<file path="config.mk">
export PLATFORM = sky130hd
export DESIGN_NAME = hmt_ctrl
export DESIGN_NICKNAME = d
export VERILOG_FILES = /design/src/hdl/hmt_pkg.sv /design/src/hdl/hmt_ctrl.sv
export SDC_FILE = /design/constraint.sdc
export NUM_CORES = 1
export LEC_CHECK = 0
export ABC_AREA = 0
export BUFFER_PORTS_ARGS = -buffer_cell sky130_fd_sc_hd__buf_4
export CAP_MARGIN = 0
export CORE_AREA = 2 2 39 41
export CTS_CLUSTER_DIAMETER = 30
export DETAILED_ROUTE_END_ITERATION = 8
export DIE_AREA = 0 0 41 43
export GPL_ROUTABILITY_DRIVEN = 0
export PLACE_DENSITY = 0.57
export SKIP_LAST_GASP = 1
export SLEW_MARGIN = 20
export SYNTH_ARGS = -nofsm -noshare
export SYNTH_HDL_FRONTEND = slang
export SYNTH_SLANG_ARGS = --single-unit
export TNS_END_PERCENT = 30
</file>
<file path="constraint.sdc">
create_clock -name clk -period 1.48 [get_ports clk]
set_input_delay 0.148 -clock clk [delete_from_list [all_inputs] [get_ports clk]]
set_output_delay 0.148 -clock clk [all_outputs]
set_load 0.01 [all_outputs]
</file>
<file path="src/hdl/hmt_pkg.sv">
// ----------------------------------------------------------------------------
// hmt_pkg
// Shared types and constants of the heartbeat membership table.
// ----------------------------------------------------------------------------
package hmt_pkg;

  localparam int ID_W     = 16;
  localparam int PORT_W   = 16;
  localparam int HB_W     = 32;
  localparam int TIME_W   = 32;
  localparam int GP_W     = 8;
  localparam int TO_W     = 16;
  localparam int CNT_W    = 6;
  localparam int STATUS_W = 3;
  localparam int ADDR_W   = 5;
  localparam int DATA_W   = 32;

  localparam logic [1:0] KIND_TICK      = 2'd0;
  localparam logic [1:0] KIND_HEARTBEAT = 2'd1;
  localparam logic [1:0] KIND_PRESENCE  = 2'd2;

  localparam logic [STATUS_W-1:0] ST_TICK_DONE = 3'd0;
  localparam logic [STATUS_W-1:0] ST_UPDATED   = 3'd1;
  localparam logic [STATUS_W-1:0] ST_ADDED     = 3'd2;
  localparam logic [STATUS_W-1:0] ST_STALE     = 3'd3;
  localparam logic [STATUS_W-1:0] ST_FULL      = 3'd4;
  localparam logic [STATUS_W-1:0] ST_REMOVED   = 3'd5;

  localparam logic [2:0] REG_SELF_ID        = 3'd0;
  localparam logic [2:0] REG_SELF_PORT      = 3'd1;
  localparam logic [2:0] REG_GOSSIP_PERIOD  = 3'd2;
  localparam logic [2:0] REG_FAIL_TIMEOUT   = 3'd3;
  localparam logic [2:0] REG_REMOVE_TIMEOUT = 3'd4;

  localparam logic [ID_W-1:0]   RST_SELF_ID        = 16'd1;
  localparam logic [PORT_W-1:0] RST_SELF_PORT      = 16'd0;
  localparam logic [GP_W-1:0]   RST_GOSSIP_PERIOD  = 8'd2;
  localparam logic [TO_W-1:0]   RST_FAIL_TIMEOUT   = 16'd5;
  localparam logic [TO_W-1:0]   RST_REMOVE_TIMEOUT = 16'd20;

  typedef struct packed {
    logic [1:0]        kind;
    logic [ID_W-1:0]   node_id;
    logic [PORT_W-1:0] node_port;
    logic [HB_W-1:0]   heartbeat;
  } req_t;

  typedef struct packed {
    logic [STATUS_W-1:0] status;
    logic [ID_W-1:0]     member_id;
    logic [CNT_W-1:0]    healthy_count;
    logic [CNT_W-1:0]    member_count;
    logic [HB_W-1:0]     own_heartbeat;
    logic                last;
  } rsp_t;

  typedef struct packed {
    logic [ID_W-1:0]   self_id;
    logic [PORT_W-1:0] self_port;
    logic [GP_W-1:0]   gossip_period;
    logic [TO_W-1:0]   fail_timeout;
    logic [TO_W-1:0]   remove_timeout;
  } cfg_t;

  typedef struct packed {
    logic capture;
    logic lookup;
    logic update;
    logic mark;
    logic clear;
    logic flags;
    logic count;
    logic scan_start;
    logic scan_step;
    logic load_remove;
    logic load_final;
  } cmd_t;

  typedef struct packed {
    logic is_tick;
    logic is_report;
    logic scan_hit;
    logic scan_last;
    logic out_free;
  } sts_t;

endpackage

</file>
<file path="src/hdl/hmt_ctrl.sv">
// ----------------------------------------------------------------------------
// hmt_ctrl
// Sequencer of the table unit: lookup, update, tick pass, count and output.
// ----------------------------------------------------------------------------
module hmt_ctrl
  import hmt_pkg::*;
(
  input  logic clk,
  input  logic rst,
  input  logic req_valid,
  output logic req_ready,
  input  sts_t sts,
  output cmd_t cmd
);

  typedef enum logic [3:0] {
    S_IDLE,
    S_LOOKUP,
    S_UPDATE,
    S_MARK,
    S_CLEAR,
    S_FLAGS,
    S_COUNT,
    S_SCAN,
    S_FINAL
  } state_t;

  state_t state;
  state_t state_next;

  assign req_ready = (state == S_IDLE);

  always_comb begin
    cmd        = '0;
    state_next = state;
    unique case (state)
      S_IDLE: begin
        if (req_valid) begin
          cmd.capture = 1'b1;
          state_next  = S_LOOKUP;
        end
      end
      S_LOOKUP: begin
        cmd.lookup = 1'b1;
        if (sts.is_tick) begin
          state_next = S_MARK;
        end else if (sts.is_report) begin
          state_next = S_UPDATE;
        end else begin
          state_next = S_FLAGS;
        end
      end
      S_UPDATE: begin
        cmd.update = 1'b1;
        state_next = S_FLAGS;
      end
      S_MARK: begin
        cmd.mark   = 1'b1;
        state_next = S_CLEAR;
      end
      S_CLEAR: begin
        cmd.clear  = 1'b1;
        state_next = S_FLAGS;
      end
      S_FLAGS: begin
        cmd.flags  = 1'b1;
        state_next = S_COUNT;
      end
      S_COUNT: begin
        cmd.count = 1'b1;
        if (sts.is_tick) begin
          cmd.scan_start = 1'b1;
          state_next     = S_SCAN;
        end else begin
          state_next = S_FINAL;
        end
      end
      S_SCAN: begin
        // removed slots go out in ascending order, others are skipped
        if (!sts.scan_hit || sts.out_free) begin
          cmd.load_remove = sts.scan_hit;
          cmd.scan_step   = 1'b1;
          if (sts.scan_last) begin
            state_next = S_FINAL;
          end
        end
      end
      S_FINAL: begin
        if (sts.out_free) begin
          cmd.load_final = 1'b1;
          state_next     = S_IDLE;
        end
      end
      default: begin
        state_next = S_IDLE;
      end
    endcase
  end

  always_ff @(posedge clk) begin
    if (rst) begin
      state <= S_IDLE;
    end else begin
      state <= state_next;
    end
  end

endmodule

</file>
==> results of run 1 <==
routing by layer:
layer	GRT usage, %	part of all wire (%)	wire [um]
met4	12.0	2.1	21
met1	21.2	47	461
met2	16.6	43	423
met5	0	0	0
met3	1.57	7.5	74
cells in the mapped netlist, drive strengths merged:
cell | instances | share of area [%]
nor2 | 4 | 3.9
nor3b | 1 | 2.0
a21oi | 2 | 2.6
a2111oi | 1 | 3.9
inv | 3 | 2.9
nor4 | 2 | 3.3
nor3 | 3 | 3.9
dfxtp | 4 | 21
o22ai | 1 | 1.6
nor4b | 2 | 6.2
a211o | 1 | 2.6
o21ai | 1 | 1.3
a31oi | 1 | 1.6
buf | 4 | 8.8
a311o | 1 | 2.6
nor2b | 3 | 4.9
a32oi | 1 | 2.3
and2 | 2 | 3.3
o21a | 1 | 2.0
nand4b | 1 | 2.3
a211oi | 1 | 2.0
nand3 | 1 | 1.3
nand2 | 3 | 2.9
o31ai | 1 | 2.0
nand2b | 3 | 4.9
o211ai | 1 | 2.0
or2b | 1 | 2.0
through the flow:
stage                     total power, mW  util, %  worst slack, ns  area (um2)
after floorplan                     0.399        -           0.0519         383
after global placement              0.540     38.6            0.109         534
after detailed placement            0.543     38.6            0.109         534
after CTS                           0.696     40.9         -0.00267         566
after global routing                0.759     41.4           -0.111         573
final                               0.699     41.4          -0.0125         573
power by group:
group | switching, mW | internal [mW]
sequential | 0.0639 | 0.138
clock | 0.0492 | 0.0910
combinational | 0.160 | 0.197
layout make-up:
type / instances / area [um2] / area share, %
multi-input cells: 39 / 270 / 47.2
repair buffers: 22 / 165 / 28.8
flip-flops and latches: 4 / 83.8 / 14.6
clock buffers: 3 / 22.5 / 3.93
well taps: 16 / 20.0 / 3.49
inverters: 3 / 11.3 / 1.97
kinds of logic after synthesis:
| family | Yosys count | share of synthesized area (%) |
|---|---|---|
| and+or+nand+nor | 26 | 40.8 |
| buffers and inverters | 7 | 11.8 |
| AOI/OAI and AO/OA | 13 | 26.5 |
| DFF | 4 | 20.9 |
what timing repair did:
action	4_1_cts	5_1_grt
pin swaps	1	0
hold buffers	0	0
setup endpoints to repair	2	8
setup buffers	0	0
hold endpoints to repair	0	0
gates resized for setup	3	2
worst max-delay path by stage:
stage | from | end | slack, ns | cells past startpoint
2_1_floorplan | state[3] | cmd[10] | 0.05 | 3
3_3_place_gp | state[3] | state[3] | 0.11 | 3
3_5_place_dp | state[3] | state[3] | 0.11 | 3
4_1_cts | state[2] | cmd[0] | -0.003 | 3
5_1_grt | state[1] | cmd[7] | -0.11 | 4
6_report | state[1] | cmd[7] | -0.01 | 4
==> impl_metrics.env, run 1 <==
export IMPL_drc_errors=0
export IMPL_crit_fanout=9
export IMPL_p_leak_nw=0.250
export IMPL_cts_tree="yes"
export IMPL_crit_path_end_kind="output pin"
export IMPL_clock_latency_ns=0.24
export IMPL_wl_per_cell_um=11.3
export IMPL_vdd_drop_max_mv=0.365
export IMPL_drv_cap=0
export IMPL_worst_setup_path_type="reg -> out"
export IMPL_finalMaxSlewViolations=0
export IMPL_max_slew_margin_pct=83.6
export IMPL_grt_total_usage_pct=14.0
export IMPL_port_buffers=19
export IMPL_synth_nets=58
export IMPL_ff2ff_setup_slack_ns=0.29
export IMPL_period_share_pct=101
export IMPL_nNetsFinal=81
export IMPL_grt_setup_unrepaired="true"
export IMPL_largestRegisters="state: 4 flops"
export IMPL_synth_seq_cells=4
export IMPL_finalCriticalPeriod_ns=1.49
export IMPL_worst_pin_slew_ns=0.245
export IMPL_cpLargestDelayFamily="flip-flops"
export IMPL_fin_ws_ns=-0.0125
export IMPL_cts_buffers=3
export IMPL_grt_overflow_total=0
export IMPL_slowest_delay_ns=0.42
export IMPL_core_um2=1380
export IMPL_syn_area_per_cell_um2=7.66
export IMPL_min_to="state[3]"
export IMPL_synth_seq_area_share_pct=20.9
export IMPL_crit_slowest_cell="dfxtp_1"
export IMPL_die_area_um2=1760
export IMPL_row_count=14
export IMPL_holdWs_ns=0.102
export IMPL_grt_pass1_vias=415
export IMPL_hpwl_um=756
export IMPL_via_count=435
export IMPL_wl_um=981
export IMPL_cts_sinks=4
export IMPL_layout_common_cells="buf_4, nor2_1"
export IMPL_hold_viol=0
export IMPL_io_pins=20
export IMPL_grt_pass1_wl_mm=1.70
export IMPL_drive_gt1_share_pct=46.5
export IMPL_min_from="rst"
export IMPL_failed_checks="setup timing"
export IMPL_required_ns=1.33
export IMPL_start_util_pct=27.7
export IMPL_hold_depth=2
export IMPL_grt_antenna_before_repair=0
export IMPL_syn_area_um2=383
export IMPL_cts_clk_slew_worst_paths_ns=0.04
export IMPL_cpMostUsedCell="buf_4"
export IMPL_via_per_inst=5.00
export IMPL_finClkSkew_ns=0.00266
export IMPL_cts_root_buf="clkbuf_4"
export IMPL_crit_arrival_ns=1.34
export IMPL_first_iter_violations=7
export IMPL_htree_levels=1
export IMPL_clockBufferDepth=2
export IMPL_drt_pass1_iter_count=4
export IMPL_yosysWarnings=0
export IMPL_path_cells="buf_4, nand2b_1, nor3b_1, buf_4"
export IMPL_timing_rr_end="state[1]"
export IMPL_place_inst=84
export IMPL_diodes=0
export IMPL_status="finished with violations"
export IMPL_die_h_um=43
export IMPL_rr_worst_depth=4
export IMPL_largest_register_ffs=4
export IMPL_synthCells=50
export IMPL_finalSetupViolCount=1
export IMPL_die_w_um=41
export IMPL_synth_cell_type_count=29
export IMPL_reg2reg_from="state[1]"
export IMPL_ant_nets=0
export IMPL_start_kind="flip-flop"
export IMPL_setup_tns_ns=-0.0125
export IMPL_grt_max_degree=14
export IMPL_syn_to_final_growth_pct=49.7
export IMPL_worst_path_buf_inv=2
export IMPL_hold_path_class="in -> reg"
export IMPL_mostFrequentLayoutCell="buf_4"
export IMPL_top_register="state"
export IMPL_fmax_mhz=670
export IMPL_fin_cells=87
export IMPL_power_density_nw_per_um2=1220
export IMPL_fillers=143
Note: power is estimated with default switching activity, not from simulation.
==> run 2: changes to the inputs <==
--- a/config.mk
+++ b/config.mk
@@ -13,7 +13,6 @@
 export DETAILED_ROUTE_END_ITERATION = 8
 export DIE_AREA = 0 0 41 43
 export GPL_ROUTABILITY_DRIVEN = 0
-export PLACE_DENSITY = 0.57
 export SKIP_LAST_GASP = 1
 export SLEW_MARGIN = 20
 export SYNTH_ARGS = -nofsm -noshare
==> impl_metrics.env, run 2 (same netlist as run 1, synthesis figures left out) <==
export IMPL_worst_pin_slew_ns=0.255
export IMPL_die_h_um=43
export IMPL_timing_rr_end="state[3]"
export IMPL_intPower_uw=442
export IMPL_max_slew_margin_pct=82.9
export IMPL_grt_antenna_before_repair=0
export IMPL_p_total_uw=723
export IMPL_postCtsHoldBufs=0
export IMPL_diodes=0
export IMPL_ff_latch_area_um2=87.6
export IMPL_critPathCapture="cmd[3]"
export IMPL_start_kind="flip-flop"
export IMPL_die_w_um=41
export IMPL_fin_area_um2=577
export IMPL_cts_sinks=4
export IMPL_period_share_pct=95.7
export IMPL_finalSetupViolCount=0
export IMPL_port_buffers=19
export IMPL_grt_pass1_wl_mm=1.51
export IMPL_cts_clk_slew_worst_paths_ns=0.04
export IMPL_worst_setup_path_type="reg -> out"
export IMPL_clock_latency_ns=0.25
export IMPL_via_count=434
export IMPL_start_util_pct=27.7
export IMPL_drt_pass1_iter_count=3
export IMPL_core_um2=1380
export IMPL_hpwl_um=707
export IMPL_power_density_nw_per_um2=1250
export IMPL_mostFrequentLayoutCell="buf_4"
export IMPL_largestRegisters="state: 4 flops"
export IMPL_ant_nets=0
export IMPL_vdd_drop_max_mv=0.430
export IMPL_wl_um=995
export IMPL_netSwitchingFraction_pct=38.9
export IMPL_hold_depth=2
export IMPL_top_register="state"
export IMPL_fin_ws_ns=0.0629
export IMPL_syn_to_final_growth_pct=50.7
export IMPL_rr_worst_depth=3
export IMPL_largest_register_ffs=4
export IMPL_die_area_um2=1760
export IMPL_cts_buffers=3
export IMPL_nNetsFinal=81
export IMPL_grt_max_degree=14
export IMPL_htree_levels=1
export IMPL_drive_gt1_share_pct=47.9
export IMPL_place_ws_ns=0.145
export IMPL_grt_pass1_vias=369
export IMPL_grt_total_usage_pct=12.7
export IMPL_drv_cap=0
export IMPL_required_ns=1.33
export IMPL_via_per_inst=4.99
export IMPL_hold_viol=0
export IMPL_setup_tns_ns=0
export IMPL_fmax_mhz=706
export IMPL_seq_power_share_pct=30.8
export IMPL_fillers=143
export IMPL_first_iter_violations=3
export IMPL_cts_root_buf="clkbuf_4"
export IMPL_finalCriticalPeriod_ns=1.42
export IMPL_netSwitchingPower_uw=282
export IMPL_io_pins=20
export IMPL_finClkSkew_ns=0.00668
export IMPL_cts_tree="yes"
export IMPL_crit_arrival_ns=1.27
export IMPL_wl_per_cell_um=11.4
export IMPL_setup_worst_path_start="state[1]"
export IMPL_clockPowerShare_pct=20.6
export IMPL_ff2ff_setup_slack_ns=0.23
export IMPL_status="completed"
export IMPL_grt_overflow_total=0
export IMPL_post_route_util_pct=41.7
export IMPL_reg2reg_from="state[1]"
export IMPL_p_leak_nw=0.250
export IMPL_grt_setup_unrepaired="false"
export IMPL_p_comb_share_pct=48.7
export IMPL_crit_fanout=13
export IMPL_row_count=14
export IMPL_multi_input_area_um2=270
export IMPL_layout_common_cells="buf_4, nor2_1"
export IMPL_crit_path_end_kind="output pin"
export IMPL_drc_errors=0
export IMPL_hold_path_class="in -> reg"
export IMPL_finalMaxSlewViolations=0
export IMPL_clockBufferDepth=2
export IMPL_placed_area_um2=527
-- run 2: how the worst min path moves through the flow --
| stage | start | endpoint | slack (ns) |
|---|---|---|---|
| after floorplan | rst | state[3] | 0.22 |
| after global placement | rst | state[3] | 0.36 |
| after detailed placement | rst | state[3] | 0.36 |
| after CTS | rst | state[1] | 0.09 |
| after global routing | rst | state[1] | 0.1 |
| final | rst | state[1] | 0.10 |
-- run 2: stage by stage --
step | hold WS, ns | cells
after global routing | 0.0993 | 87
after floorplan | 0.217 | 50
after global placement | 0.359 | 83
after detailed placement | 0.360 | 83
final | 0.100 | 87
after CTS | 0.0913 | 86
-- run 2: layout make-up --
cell class                      instances  share of cell area [%]
Timing Repair Buffer                   22                    28.6
Clock buffer                            3                    3.90
Inverter                                3                    1.95
Tap cell                               16                    3.47
Multi-Input combinational cell         39                    46.9
Sequential cell                         4                    15.2
-- run 2: power by group through the flow --
stage	registers (mW)	clock network (mW)	logic, mW
after floorplan	0.154	0	0.245
final	0.223	0.149	0.352
after detailed placement	0.207	0	0.326
after CTS	0.207	0.152	0.326
after global routing	0.228	0.156	0.387
after global placement	0.206	0	0.327
-- run 2: layer usage --
layer	wire length [um]	track usage (%)	up-vias
met5	0	0	-
met4	24	10.0	0
met3	51	1.57	2
met2	482	17.8	14
met1	437	16.4	190
li1	-	-	228
-- run 2: what timing repair did --
action,CTS,global route
endpoints found under the setup margin,6,8
gates resized for setup,1,6
buffers inserted,0,1
-- run 2: worst max-delay path, stage by stage (launching register included) --
cell and delay (ns):
dfxtp_2 0.46, nor2b_1 0.26, nand3_1 0.12, inv_1 0.06
buf_4 0.11
